**config.mk**
```make
export PLATFORM = sky130hd
export DESIGN_NAME = top_bottom_k_score_tracker
export DESIGN_NICKNAME = d
export VERILOG_FILES = /design/src/hw/rtl/tbk_pkg.sv /design/src/hw/rtl/top_bottom_k_score_tracker.sv /design/src/hw/rtl/tbk_list.sv /design/src/hw/rtl/tbk_ctrl.sv
export SDC_FILE = /design/constraint.sdc
export NUM_CORES = 2
export LEC_CHECK = 0
export BUFFER_PORTS_ARGS = -buffer_cell sky130_fd_sc_hd__buf_2
export CORE_MARGIN = 2
export CORE_UTILIZATION = 31
export CTS_CLUSTER_DIAMETER = 80
export DETAILED_ROUTE_END_ITERATION = 10
export SLEW_MARGIN = 10
export SYNTH_ARGS = -nofsm -noshare
export SYNTH_HDL_FRONTEND = slang
export SYNTH_SLANG_ARGS = --single-unit
```
**constraint.sdc**
```tcl
create_clock -name clk -period 16.7 [get_ports clk]
set_clock_uncertainty 0.05 [all_clocks]
set_input_delay 3.34 -clock clk [delete_from_list [all_inputs] [get_ports clk]]
set_output_delay 3.34 -clock clk [all_outputs]
set_load 0.02 [all_outputs]
```
**src/hw/rtl/tbk_pkg.sv**
```systemverilog
package tbk_pkg;

  // Per-list command bundle from the controller to a list datapath.
  typedef struct packed {
    logic scan_clr;   // restart the best-entry tracker
    logic rd_en;      // read one stored entry at rd_idx
    logic pick_top;   // scan for the strongest unmarked entry, else the weakest entry
    logic wr_append;  // store the new item at the fill position
    logic wr_repl;    // overwrite the weakest entry if the new item beats it
    logic wr_sorted;  // copy the tracked entry into the spare bank, mark it
    logic swap;       // spare bank becomes the live bank, clear marks
  } cmd_t;

  typedef logic signed [15:0] score_t;
  typedef logic [31:0]        tag_t;

  // True when a is strictly better than b for the given list flavor.
  function automatic logic beats(input logic keep_high, input score_t a, input score_t b);
    beats = keep_high ? (a > b) : (a < b);
  endfunction

endpackage

```
**src/hw/rtl/top_bottom_k_score_tracker.sv**
```systemverilog
// Channel   Direction  Handshake               Payload
// in_       input      in_valid / in_stall     req_type, score, position_tag
// out_      output     out_valid / out_stall   list_select, rank, entry_score, entry_tag, last
//
// One item is worked at a time; in_stall is low only when the controller is idle.
// Record: per list an append while filling, or a scan for the weakest entry and a replace once full,
//   after an idle-to-start step; both lists are handled in turn through one read port each.
// Dump: per non-empty list with n entries, n ranks, each waiting while out_stall holds the output;
//   each rank is one full scan of the list memory through its one read port.
// Reset (synchronous, rst_n low) empties both lists; stored entries need no clearing.
// out_stall holds the output register and freezes the dump sequencer at its next result.
module top_bottom_k_score_tracker #(
  parameter int HIGH_DEPTH = 8,
  parameter int LOW_DEPTH  = 8
) (
  input  logic               clk,
  input  logic               rst_n,
  input  logic               in_valid,
  output logic               in_stall,
  input  logic               in_req_type,
  input  logic signed [15:0] in_score,
  input  logic [31:0]        in_position_tag,
  output logic               out_valid,
  input  logic               out_stall,
  output logic               out_list_select,
  output logic [2:0]         out_rank,
  output logic signed [15:0] out_entry_score,
  output logic [31:0]        out_entry_tag,
  output logic               out_last
);

  localparam int MAXD = (HIGH_DEPTH > LOW_DEPTH) ? HIGH_DEPTH : LOW_DEPTH;
  localparam int CW   = $clog2(MAXD + 1);
  localparam int HIW  = (HIGH_DEPTH > 1) ? $clog2(HIGH_DEPTH) : 1;
  localparam int LIW  = (LOW_DEPTH > 1) ? $clog2(LOW_DEPTH) : 1;
  localparam int HFW  = $clog2(HIGH_DEPTH + 1);
  localparam int LFW  = $clog2(LOW_DEPTH + 1);

  tbk_pkg::cmd_t   cmd_hi;
  tbk_pkg::cmd_t   cmd_lo;
  logic [CW-1:0]   cnt;
  logic [CW-1:0]   rank;
  logic            lst;
  logic            emit;
  logic            last;
  logic            out_free;
  logic [HFW-1:0]  hi_fill;
  logic [LFW-1:0]  lo_fill;
  tbk_pkg::score_t hi_best_score;
  tbk_pkg::score_t lo_best_score;
  tbk_pkg::tag_t   hi_best_tag;
  tbk_pkg::tag_t   lo_best_tag;

  tbk_pkg::score_t in_score_r;
  tbk_pkg::tag_t   in_tag_r;

  logic            out_valid_r, out_valid_nxt;
  logic            out_list_select_r;
  logic [2:0]      out_rank_r;
  tbk_pkg::score_t out_entry_score_r;
  tbk_pkg::tag_t   out_entry_tag_r;
  logic            out_last_r;

  // Hold the record payload for the whole update of both lists.
  always_ff @(posedge clk) begin
    if (in_valid && !in_stall) begin
      in_score_r <= in_score;
      in_tag_r   <= in_position_tag;
    end
  end

  tbk_ctrl #(
    .HIGH_DEPTH (HIGH_DEPTH),
    .LOW_DEPTH  (LOW_DEPTH)
  ) u_ctrl (
    .clk         (clk),
    .rst_n       (rst_n),
    .in_valid    (in_valid),
    .in_req_type (in_req_type),
    .out_free    (out_free),
    .hi_fill     (hi_fill),
    .lo_fill     (lo_fill),
    .in_stall    (in_stall),
    .cmd_hi      (cmd_hi),
    .cmd_lo      (cmd_lo),
    .cnt         (cnt),
    .rank        (rank),
    .lst         (lst),
    .emit        (emit),
    .last        (last)
  );

  // High list keeps the largest scores, low list the smallest.
  tbk_list #(
    .DEPTH     (HIGH_DEPTH),
    .KEEP_HIGH (1'b1)
  ) u_high (
    .clk        (clk),
    .rst_n      (rst_n),
    .cmd        (cmd_hi),
    .rd_idx     (cnt[HIW-1:0]),
    .wr_rank    (rank[HIW-1:0]),
    .new_score  (in_score_r),
    .new_tag    (in_tag_r),
    .fill       (hi_fill),
    .best_score (hi_best_score),
    .best_tag   (hi_best_tag)
  );

  tbk_list #(
    .DEPTH     (LOW_DEPTH),
    .KEEP_HIGH (1'b0)
  ) u_low (
    .clk        (clk),
    .rst_n      (rst_n),
    .cmd        (cmd_lo),
    .rd_idx     (cnt[LIW-1:0]),
    .wr_rank    (rank[LIW-1:0]),
    .new_score  (in_score_r),
    .new_tag    (in_tag_r),
    .fill       (lo_fill),
    .best_score (lo_best_score),
    .best_tag   (lo_best_tag)
  );

  // Output register: free when empty or draining this cycle.
  assign out_free = !out_valid_r || !out_stall;

  always_comb begin
    out_valid_nxt = out_valid_r;
    if (emit) begin
      out_valid_nxt = 1'b1;
    end else if (!out_stall) begin
      out_valid_nxt = 1'b0;
    end
  end

  always_ff @(posedge clk) begin
    if (!rst_n) begin
      out_valid_r <= 1'b0;
    end else begin
      out_valid_r <= out_valid_nxt;
    end
  end

  // Load the result picked by the last scan; rank wraps to three bits.
  always_ff @(posedge clk) begin
    if (emit) begin
      out_list_select_r <= lst;
      out_rank_r        <= 3'(rank);
      out_entry_score_r <= lst ? lo_best_score : hi_best_score;
      out_entry_tag_r   <= lst ? lo_best_tag : hi_best_tag;
      out_last_r        <= last;
    end
  end

  assign out_valid       = out_valid_r;
  assign out_list_select = out_list_select_r;
  assign out_rank        = out_rank_r;
  assign out_entry_score = out_entry_score_r;
  assign out_entry_tag   = out_entry_tag_r;
  assign out_last        = out_last_r;

endmodule

```
**src/hw/rtl/tbk_list.sv**
```systemverilog
module tbk_list #(
  parameter int DEPTH     = 8,
  parameter bit KEEP_HIGH = 1'b1
) (
  input  logic                           clk,
  input  logic                           rst_n,
  input  tbk_pkg::cmd_t                  cmd,
  input  logic [((DEPTH > 1) ? $clog2(DEPTH) : 1)-1:0] rd_idx,
  input  logic [((DEPTH > 1) ? $clog2(DEPTH) : 1)-1:0] wr_rank,
  input  tbk_pkg::score_t                new_score,
  input  tbk_pkg::tag_t                  new_tag,
  output logic [$clog2(DEPTH + 1)-1:0]   fill,
  output tbk_pkg::score_t                best_score,
  output tbk_pkg::tag_t                  best_tag
);

  localparam int IW = (DEPTH > 1) ? $clog2(DEPTH) : 1;
  localparam int FW = $clog2(DEPTH + 1);
  localparam int AW = $clog2(2 * DEPTH);

  // Two banks: the live one and a spare that receives the sorted copy.
  tbk_pkg::score_t mem_score [0:2*DEPTH-1];
  tbk_pkg::tag_t   mem_tag   [0:2*DEPTH-1];

  logic            bank_r;
  logic [FW-1:0]   fill_r;
  logic [DEPTH-1:0] mark_r;

  logic            rd_vld_r;
  logic            rd_strong_r;
  logic [IW-1:0]   rd_idx_r;
  tbk_pkg::score_t rd_score_r;
  tbk_pkg::tag_t   rd_tag_r;

  logic            trk_vld_r;
  logic [IW-1:0]   best_idx_r;
  tbk_pkg::score_t best_score_r;
  tbk_pkg::tag_t   best_tag_r;

  logic            wr_en;
  logic [AW-1:0]   wr_addr;
  tbk_pkg::score_t wr_score;
  tbk_pkg::tag_t   wr_tag;
  logic [AW-1:0]   rd_addr;
  logic            elig;
  logic            take;

  function automatic logic [AW-1:0] addr_of(input logic bank, input logic [IW-1:0] idx);
    addr_of = bank ? (AW'(DEPTH) + AW'(idx)) : AW'(idx);
  endfunction

  assign rd_addr = addr_of(bank_r, rd_idx);

  always_comb begin
    wr_en    = 1'b0;
    wr_addr  = addr_of(bank_r, fill_r[IW-1:0]);
    wr_score = new_score;
    wr_tag   = new_tag;
    if (cmd.wr_append) begin
      wr_en = 1'b1;
    end else if (cmd.wr_repl) begin
      wr_en   = tbk_pkg::beats(KEEP_HIGH, new_score, best_score_r);
      wr_addr = addr_of(bank_r, best_idx_r);
    end else if (cmd.wr_sorted) begin
      wr_en    = 1'b1;
      wr_addr  = addr_of(~bank_r, wr_rank);
      wr_score = best_score_r;
      wr_tag   = best_tag_r;
    end
  end

  always_ff @(posedge clk) begin
    if (wr_en) begin
      mem_score[wr_addr] <= wr_score;
      mem_tag[wr_addr]   <= wr_tag;
    end
    if (cmd.rd_en) begin
      rd_score_r <= mem_score[rd_addr];
      rd_tag_r   <= mem_tag[rd_addr];
    end
  end

  // Strict compares keep the lowest slot on ties in both scan modes.
  assign elig = !rd_strong_r || !mark_r[rd_idx_r];
  assign take = rd_vld_r && elig &&
                (!trk_vld_r ||
                 (rd_strong_r ? tbk_pkg::beats(KEEP_HIGH, rd_score_r, best_score_r)
                              : tbk_pkg::beats(KEEP_HIGH, best_score_r, rd_score_r)));

  always_ff @(posedge clk) begin
    rd_idx_r    <= rd_idx;
    rd_strong_r <= cmd.pick_top;
    if (take) begin
      best_idx_r   <= rd_idx_r;
      best_score_r <= rd_score_r;
      best_tag_r   <= rd_tag_r;
    end
  end

  always_ff @(posedge clk) begin
    if (!rst_n) begin
      bank_r    <= 1'b0;
      fill_r    <= '0;
      mark_r    <= '0;
      rd_vld_r  <= 1'b0;
      trk_vld_r <= 1'b0;
    end else begin
      rd_vld_r <= cmd.rd_en;
      if (cmd.scan_clr) begin
        trk_vld_r <= 1'b0;
      end else if (take) begin
        trk_vld_r <= 1'b1;
      end
      if (cmd.wr_append) begin
        fill_r <= fill_r + FW'(1);
      end
      if (cmd.swap) begin
        bank_r <= ~bank_r;
        mark_r <= '0;
      end else if (cmd.wr_sorted) begin
        mark_r[best_idx_r] <= 1'b1;
      end
    end
  end

  assign fill       = fill_r;
  assign best_score = best_score_r;
  assign best_tag   = best_tag_r;

  a_fill_bound: assert property (@(posedge clk) disable iff (!rst_n)
    fill_r <= FW'(DEPTH))
    else $error("fill count beyond depth");

  a_append_room: assert property (@(posedge clk) disable iff (!rst_n)
    cmd.wr_append |-> (fill_r < FW'(DEPTH)))
    else $error("append on a full list");

  a_sorted_fresh: assert property (@(posedge clk) disable iff (!rst_n)
    cmd.wr_sorted |-> (trk_vld_r && !mark_r[best_idx_r]))
    else $error("sorted copy of an empty or already placed entry");

endmodule

```
**src/hw/rtl/tbk_ctrl.sv**
```systemverilog
module tbk_ctrl #(
  parameter int HIGH_DEPTH = 8,
  parameter int LOW_DEPTH  = 8
) (
  input  logic          clk,
  input  logic          rst_n,
  input  logic          in_valid,
  input  logic          in_req_type,
  input  logic          out_free,
  input  logic [$clog2(HIGH_DEPTH + 1)-1:0] hi_fill,
  input  logic [$clog2(LOW_DEPTH + 1)-1:0]  lo_fill,
  output logic          in_stall,
  output tbk_pkg::cmd_t cmd_hi,
  output tbk_pkg::cmd_t cmd_lo,
  output logic [$clog2(((HIGH_DEPTH > LOW_DEPTH) ? HIGH_DEPTH : LOW_DEPTH) + 1)-1:0] cnt,
  output logic [$clog2(((HIGH_DEPTH > LOW_DEPTH) ? HIGH_DEPTH : LOW_DEPTH) + 1)-1:0] rank,
  output logic          lst,
  output logic          emit,
  output logic          last
);

  localparam int MAXD = (HIGH_DEPTH > LOW_DEPTH) ? HIGH_DEPTH : LOW_DEPTH;
  localparam int CW   = $clog2(MAXD + 1);
  localparam int HFW  = $clog2(HIGH_DEPTH + 1);
  localparam int LFW  = $clog2(LOW_DEPTH + 1);

  localparam logic [2:0] S_IDLE   = 3'd0;
  localparam logic [2:0] S_START  = 3'd1;
  localparam logic [2:0] S_APPEND = 3'd2;
  localparam logic [2:0] S_SCAN   = 3'd3;
  localparam logic [2:0] S_WAIT   = 3'd4;
  localparam logic [2:0] S_REPL   = 3'd5;
  localparam logic [2:0] S_EMIT   = 3'd6;
  localparam logic [2:0] S_SWAP   = 3'd7;

  logic [2:0]    state_r, state_nxt;
  logic          lst_r, lst_nxt;
  logic          dump_r, dump_nxt;
  logic [CW-1:0] cnt_r, cnt_nxt;
  logic [CW-1:0] rank_r, rank_nxt;

  tbk_pkg::cmd_t cmd;
  logic [CW-1:0] lim;
  logic          full;
  logic          done_list;

  assign lim  = lst_r ? CW'(lo_fill) : CW'(hi_fill);
  assign full = lst_r ? (lo_fill == LFW'(LOW_DEPTH)) : (hi_fill == HFW'(HIGH_DEPTH));

  always_comb begin
    state_nxt = state_r;
    lst_nxt   = lst_r;
    dump_nxt  = dump_r;
    cnt_nxt   = cnt_r;
    rank_nxt  = rank_r;
    cmd       = '0;
    emit      = 1'b0;
    last      = 1'b0;
    done_list = 1'b0;
    unique case (state_r)
      S_IDLE: begin
        if (in_valid) begin
          dump_nxt  = in_req_type;
          lst_nxt   = 1'b0;
          state_nxt = S_START;
        end
      end
      S_START: begin
        cnt_nxt  = '0;
        rank_nxt = '0;
        if (dump_r) begin
          if (lim == '0) begin
            done_list = 1'b1;
          end else begin
            state_nxt = S_SCAN;
          end
        end else begin
          state_nxt = full ? S_SCAN : S_APPEND;
        end
      end
      S_APPEND: begin
        cmd.wr_append = 1'b1;
        done_list     = 1'b1;
      end
      S_SCAN: begin
        cmd.rd_en    = 1'b1;
        cmd.pick_top = dump_r;
        cmd.scan_clr = (cnt_r == '0);
        if (cnt_r == lim - CW'(1)) begin
          state_nxt = S_WAIT;
        end else begin
          cnt_nxt = cnt_r + CW'(1);
        end
      end
      S_WAIT: begin
        state_nxt = dump_r ? S_EMIT : S_REPL;
      end
      S_REPL: begin
        cmd.wr_repl = 1'b1;
        done_list   = 1'b1;
      end
      S_EMIT: begin
        if (out_free) begin
          emit          = 1'b1;
          cmd.wr_sorted = 1'b1;
          last          = (rank_r == lim - CW'(1)) && (lst_r || (lo_fill == '0));
          if (rank_r == lim - CW'(1)) begin
            state_nxt = S_SWAP;
          end else begin
            rank_nxt  = rank_r + CW'(1);
            cnt_nxt   = '0;
            state_nxt = S_SCAN;
          end
        end
      end
      S_SWAP: begin
        cmd.swap  = 1'b1;
        done_list = 1'b1;
      end
      default: begin
        state_nxt = S_IDLE;
      end
    endcase
    if (done_list) begin
      if (lst_r) begin
        state_nxt = S_IDLE;
      end else begin
        lst_nxt   = 1'b1;
        state_nxt = S_START;
      end
    end
  end

  always_ff @(posedge clk) begin
    if (!rst_n) begin
      state_r <= S_IDLE;
      lst_r   <= 1'b0;
      dump_r  <= 1'b0;
      cnt_r   <= '0;
      rank_r  <= '0;
    end else begin
      state_r <= state_nxt;
      lst_r   <= lst_nxt;
      dump_r  <= dump_nxt;
      cnt_r   <= cnt_nxt;
      rank_r  <= rank_nxt;
    end
  end

  assign in_stall = (state_r != S_IDLE);
  assign cmd_hi   = lst_r ? '0 : cmd;
  assign cmd_lo   = lst_r ? cmd : '0;
  assign cnt      = cnt_r;
  assign rank     = rank_r;
  assign lst      = lst_r;

  a_emit_room: assert property (@(posedge clk) disable iff (!rst_n)
    emit |-> out_free)
    else $error("result issued into an occupied output register");

  a_scan_bound: assert property (@(posedge clk) disable iff (!rst_n)
    (state_r == S_SCAN) |-> (cnt_r < lim))
    else $error("scan index past fill count");

  a_append_not_full: assert property (@(posedge clk) disable iff (!rst_n)
    (state_r == S_APPEND) |-> !full)
    else $error("append chosen for a full list");

endmodule

```
---- Word-level counts from Yosys, hierarchy flattened ----
Memory sizes are Yosys's and may differ from the RTL's. A register that Yosys moved wholly into a read port is not among the register bits.
Cells that the tools add are included.
storage, ports and cells
  register bits after elaboration ......... 252
  latch bits .............................. 0
  RAM bits ................................ 1,536
  ROM bits ................................ 0
  input port bits ......................... 53
  output and inout bits ................... 55
  word-level logic and storage cells ...... 208
  memories ................................ 4
memory list
  memory            depth  width  read ports  clocked after memory_dff  write ports  RTL line        source
  u_high.mem_tag    16     32     1           1                         1            tbk_list.sv:23  tbk_pkg::tag_t mem_tag [0:2*DEPTH-1];
  u_low.mem_tag     16     32     1           1                         1            tbk_list.sv:23
  u_high.mem_score  16     16     1           1                         1            tbk_list.sv:22  tbk_pkg::score_t mem_score [0:2*DEPTH-1];
  u_low.mem_score   16     16     1           1                         1            tbk_list.sv:22
cells by class
  add/subtract/negate cells ............... 11
  multiply operators ...................... 0
  divide/modulo/power cells ............... 0
  order comparisons ....................... 11
  eq/ne operators ......................... 19
  shift-type cells ........................ 0
  mux-type cells .......................... 85
  bitwise logic cells ..................... 5
  reductions and logical operators ........ 41
operators with widths
  operator                                                                      count
  32-bit 2-to-1 mux                                                             7
  16-bit 2-to-1 mux                                                             7
  4-bit 2-to-1 mux                                                              20
  16-bit > comparator                                                           3
  16-bit less-than comparator                                                   3
  1-bit 2-to-1 mux                                                              32
  4-bit by 3-bit adder with 4-bit output, first input constant                  6
  3-bit 2-to-1 mux                                                              8
  4-bit by 1-bit adder with 4-bit output, second input constant                 4
  8-bit OR                                                                      2
  3-bit one-hot mux with 5 select lines                                         1
  7-bit 2-to-1 mux                                                              2
  3-bit == test, second input constant                                          4
  4-bit logical NOT                                                             3
  3-bit by 4-bit less-than comparator with 1-bit output, second input constant  3
  4-bit one-hot mux with 3 select lines                                         1
  1-bit logical NOT                                                             9
  4-bit == test                                                                 2
  4-bit == test, second input constant                                          2
  1-bit logical AND                                                             8
  4-bit one-hot mux with 2 select lines                                         1
  2-bit OR reduction                                                            4
  1-bit binary-select mux with 3-bit select                                     2
  1-bit demux with 3-bit select                                                 2
  22 further kinds                                                              36

---- Longest topological paths before layout ----
  depth after elaboration ................. 10
  gate-level depth with buffers ........... 12
  gate-level depth less buffers ........... 9

---- By module ----
From an unflattened synthesis, not the netlist that was laid out.
unflattened totals
  cell total of the unflattened synthesis .. 3,251
  area total of the unflattened synthesis .. 73,304.1 um2
modules (own cells, without submodules)
  module                      instances  cells each  area each (um2)  seq. area each (um2)
  tbk_list (u_high)           1          1,499       34,326.7         26,415.3
  tbk_list (u_low)            1          1,448       34,051.4         26,415.3
  top_bottom_k_score_tracker  1          159         3,733.6          3,052.9
  tbk_ctrl                    1          145         1,192.4          260.2

---- Worst setup path before layout ----
OpenSTA, ideal clock, no wires.
  path type ............................... input -> register
  from .................................... input out_stall
  to ...................................... memory u_high.mem_score[10][0] (netlist bit), enable pin
  library setup time ...................... 0.573 ns
  data arrival time ....................... 9.000 ns
  required time ........................... 16.077 ns
  path slack .............................. 7.077 ns
  cell stages on the path ................. 7
  path buffers ............................ 1
  path through ............................ nand2_1 > and3_1 > buf_2 > or3_1 > o221ai_1 > nand2_1 > nor4_1
on the way
  longest elaborated chain between the ends .. 10
  elaborated cells between the ends (all ways) .. 13
  classes of those cells .................. mux (11); reduce/logical (2)
RTL lines
  element                                 RTL line                           source
  start, declared                         top_bottom_k_score_tracker.sv:24   input logic out_stall,
  1-bit logical NOT *                     --
  1-bit logical OR *                      top_bottom_k_score_tracker.sv:127  assign out_free = !out_valid_r || !out_stall;
  1-bit 2-to-1 mux *                      tbk_ctrl.sv:103                    if (out_free) begin
  1-bit 2-to-1 mux *                      tbk_ctrl.sv:60                     unique case (state_r)
  7-bit 2-to-1 mux *                      tbk_ctrl.sv:151                    assign cmd_hi = lst_r ? '0 : cmd;
  1-bit 2-to-1 mux                        tbk_list.sv:64                     end else if (cmd.wr_sorted) begin
  1-bit 2-to-1 mux                        tbk_list.sv:61                     end else if (cmd.wr_repl) begin
  1-bit 2-to-1 mux                        tbk_list.sv:59                     if (cmd.wr_append) begin
  1-bit 2-to-1 mux                        tbk_list.sv:73                     if (wr_en) begin
  1-bit 2-to-1 mux (implied by the code)  tbk_list.sv:74                     mem_score[wr_addr] <= wr_score;
  end, declared                           tbk_list.sv:22
Mark *: on every way between the ends. The rest lies on a longest branch, timed or not.

---- Worst setup path in the final report ----
  from .................................... input out_stall
  to ...................................... memory u_high.mem_tag[3][19] (netlist bit), enable pin
on the way
  longest elaborated chain between the ends .. 10
  elaborated cells between the ends (all ways) .. 13
  classes of those cells .................. mux (11); reduce/logical (2)
RTL lines
  element                                 RTL line                           source
  1-bit logical NOT *                     --
  1-bit logical OR *                      top_bottom_k_score_tracker.sv:127
  1-bit 2-to-1 mux *                      tbk_ctrl.sv:103
  1-bit 2-to-1 mux *                      tbk_ctrl.sv:60
  7-bit 2-to-1 mux *                      tbk_ctrl.sv:151
  1-bit 2-to-1 mux                        tbk_list.sv:64
  1-bit 2-to-1 mux                        tbk_list.sv:61
  1-bit 2-to-1 mux                        tbk_list.sv:59
  1-bit 2-to-1 mux                        tbk_list.sv:73
  1-bit 2-to-1 mux (implied by the code)  tbk_list.sv:75                     mem_tag[wr_addr] <= wr_tag;
  end, declared                           tbk_list.sv:23
Marked as above.

==> flow_summary.ini <==
[status]
status = finished clean

[detailed_routing]
dr.pass1.iters = 5
vias_per_cell = 5.00
wire_per_inst_um = 25.3
drtIter0Drc = 3597
routed_wirelength_um = 172000
ant_nets = 0
drc = 0
vias = 33887

[setup_path]
crit_path_start_kind = primary input
worst_path_max_delay_cell = buf_4
cp_num_buf_inv = 3
reg2reg_slack_ps = 12150
critPathTopFamily = buffers and inverters
critPathKind = primary input to flip-flop
endpoint_kind = flip-flop
reg2reg_to = u_low.mem_tag[14][16]$_DFFE_PP_
worstReg2RegStart = u_ctrl.lst$_SDFF_PN0_
path_depth = 9
max_stage_delay_ps = 730
crit_chain = buf_2 -> nand2_1 -> nand3_4 -> buf_4 -> xnor2_1 -> nor2_1 -> nand2_1 -> nor2_4 -> buf_4
cp.required_ps = 17070
cp_max_fo = 67
ff2ff_path_depth = 7
arrival_ps = 6670

[clocking]
postCtsHoldBufs = 0
clkLatencyLatePin_ps = 820
cts-resized-gates = 0
cts_root_buf = clkbuf_16
cts_tree = done
clk_pin_slew_ps = 60
cts_buffer_depth = 3
cts_made_buffers = 192
numClockSinks = 1884
cts_setup_buffers = 0
htreeDepth = 4

[floorplan]
die-area_sq_um = 238000
die_w_um = 488
core_region_area_sq_um = 233000
fp-row-count = 177
initial_core_util = 0.312
ios = 108
fp.dieH_um = 488

[cells_and_area]
drive_above_1_share = 0.277
area_delta_synth_final_pct = 14.7
finalNonFillerCells = 6779
layout_common_cells = 1,835 x edfxtp_1, 484 x mux4_2, 281 x nand2_1, 193 x clkbuf_16, 107 x buf_2
nets = 3700
final_common_cell = edfxtp_1

[pwr]
peakVddDrop_uv = 89.3
leakagePower_nw = 25.6
p_per_area_nw_per_um2 = 119

[grt]
grt_pass1_wl_um = 246000
track_usage = 0.142
overflow = 0
grtUsageMet1 = 0.197
top_usage_layer = met2
grt_pass1_vias = 34249
met2_usage = 0.230
grt_max_degree = 128
antenna_found_initial = 7
use_met3 = 0.0248

[yosys]
synthCells = 3338
async_flop_share = 0
synth_seq_cells = 1884
syn-cell-area_sq_um = 72500
synth_edf_count = 1835
synth_ff_type = edfxtp_1
synthDistinctLibCells = 63
syn_area_per_cell_sq_um = 21.7
synth_top_area_cell = edfxtp_1
synthDominantCellAreaShare = 0.760
synth_fp_nets = 3461
synth.area.top_cells = edfxtp_1 76%, mux4_2 15%, nand2_1 1.5%, dfxtp_1 1.4%, ha_1 1.2%
ys_seq_area_frac = 0.773
ys.warnings.count = 0

[timing]
final_max_slew_viol_count = 0
timing_hold_violations_final = 0
tightestPinTransition_ps = 1190
period_needed_ps = 6300
whs_ps = 357
max_slew_margin = 0.204
setup_viol = 0
post-route-period-util = 0.377
rsz0062_at_grt = false
fmax_ghz = 0.159
setup-tns-final_ps = 0

[job]
maxCapViolations = 0

[placed_design]
globalplace.congestion = 0.779
dp.final_hpwl_um = 99400
io_buffers = 107
dp.cells = 6425

[min_path]
worst_hold_startpoint = u_high.rd_tag_r[30]$_DFFE_PP_
min_delay_worst_endpoint = u_high.best_tag[30]$_DFFE_PP_
holdPathStages = 0
hp-class = flip-flop to flip-flop
[Yosys cell counts (3+ instances only)]
cell type / count
a21boi_0: 4
a21o_1: 7
a21oi_1: 35
a31oi_1: 13
a41oi_1: 3
and2_1: 14
and3_1: 3
buf_1: 16
buf_2: 45
buf_6: 3
clkbuf_1: 88
dfxtp_1: 49
edfxtp_1: 1835
ha_1: 70
inv_1: 61
mux2_2: 35
mux2i_1: 7
mux4_2: 484
nand2_1: 281
nand2b_1: 3
nand3_1: 13
nand4_1: 20
nor2_1: 57
nor2b_1: 12
nor3_1: 27
nor4_1: 10
o211ai_1: 4
o21ai_0: 66
o22ai_1: 3
or3_1: 3
xnor2_1: 25
xor2_1: 3
[through the flow]
stage | util | instance area, sq um | power (W) | setup slack [ps]
floorplan | - | 72500 | 0.00573 | 7080
global placement | 0.332 | 77200 | 0.00590 | 9630
detailed placement | 0.332 | 77200 | 0.00591 | 9650
CTS | 0.357 | 83100 | 0.00995 | 10510
global route | 0.358 | 83100 | 0.0102 | 10270
finish | 0.358 | 83100 | 0.00986 | 10400
[cell type report]
cell class / instances / area [sq um]
fill: 21156 / 149000
sequential: 1884 / 56100
multi-input combinational: 1241 / 15800
clock buffer: 239 / 5000
tap: 3043 / 3810
timing repair buffer: 197 / 1250
clock inverter: 109 / 925
inverter: 61 / 229
antenna: 5 / 12.5
[how the worst max path moves through the flow]
stage | from | endpoint | slack, ps
after floorplan | out_stall | u_high.mem_score[10][0]$_DFFE_PP_ | 7080
after global placement | out_stall | u_high.mem_tag[1][18]$_DFFE_PP_ | 9630
after detailed placement | out_stall | u_high.mem_tag[2][18]$_DFFE_PP_ | 9650
after CTS | out_stall | u_high.mem_tag[2][6]$_DFFE_PP_ | 10510
after global routing | out_stall | u_high.mem_tag[3][19]$_DFFE_PP_ | 10270
final | out_stall | u_high.mem_tag[3][19]$_DFFE_PP_ | 10400
[report_power, final]
part	leakage, nW	switching (W)	internal [W]
combinational	5.80	0.000276	0.000230
clock	2.88	0.00179	0.00227
sequential	16.9	0.0000480	0.00524
[cells by family after synthesis]
logic type	count (synthesis)	share of synthesized area
fa+ha+maj	70	0.0121
buf+inv	213	0.0121
compound gates	158	0.0142
simple gates	456	0.0273
mux	528	0.157
flops	1884	0.773
xor+xnor	29	0.00361
[flip-flops by register name (all words and copies together) (netlist names), 32 cells and up]
signal            cells
u_high.mem_tag      512
u_low.mem_tag       512
u_high.mem_score    256
u_low.mem_score     256
in_tag_r             32
out_entry_tag        32
u_high.best_tag      32
u_high.rd_tag_r      32
u_low.best_tag       32
u_low.rd_tag_r       32
[routing by layer]
metal | vias to the layer above | wire (um)
li1 | 14308 | -
met1 | 18190 | 74200
met2 | 1126 | 83100
met3 | 255 | 10000
met4 | 8 | 4210
met5 | - | 47
Power figures use the tool's default switching activity.
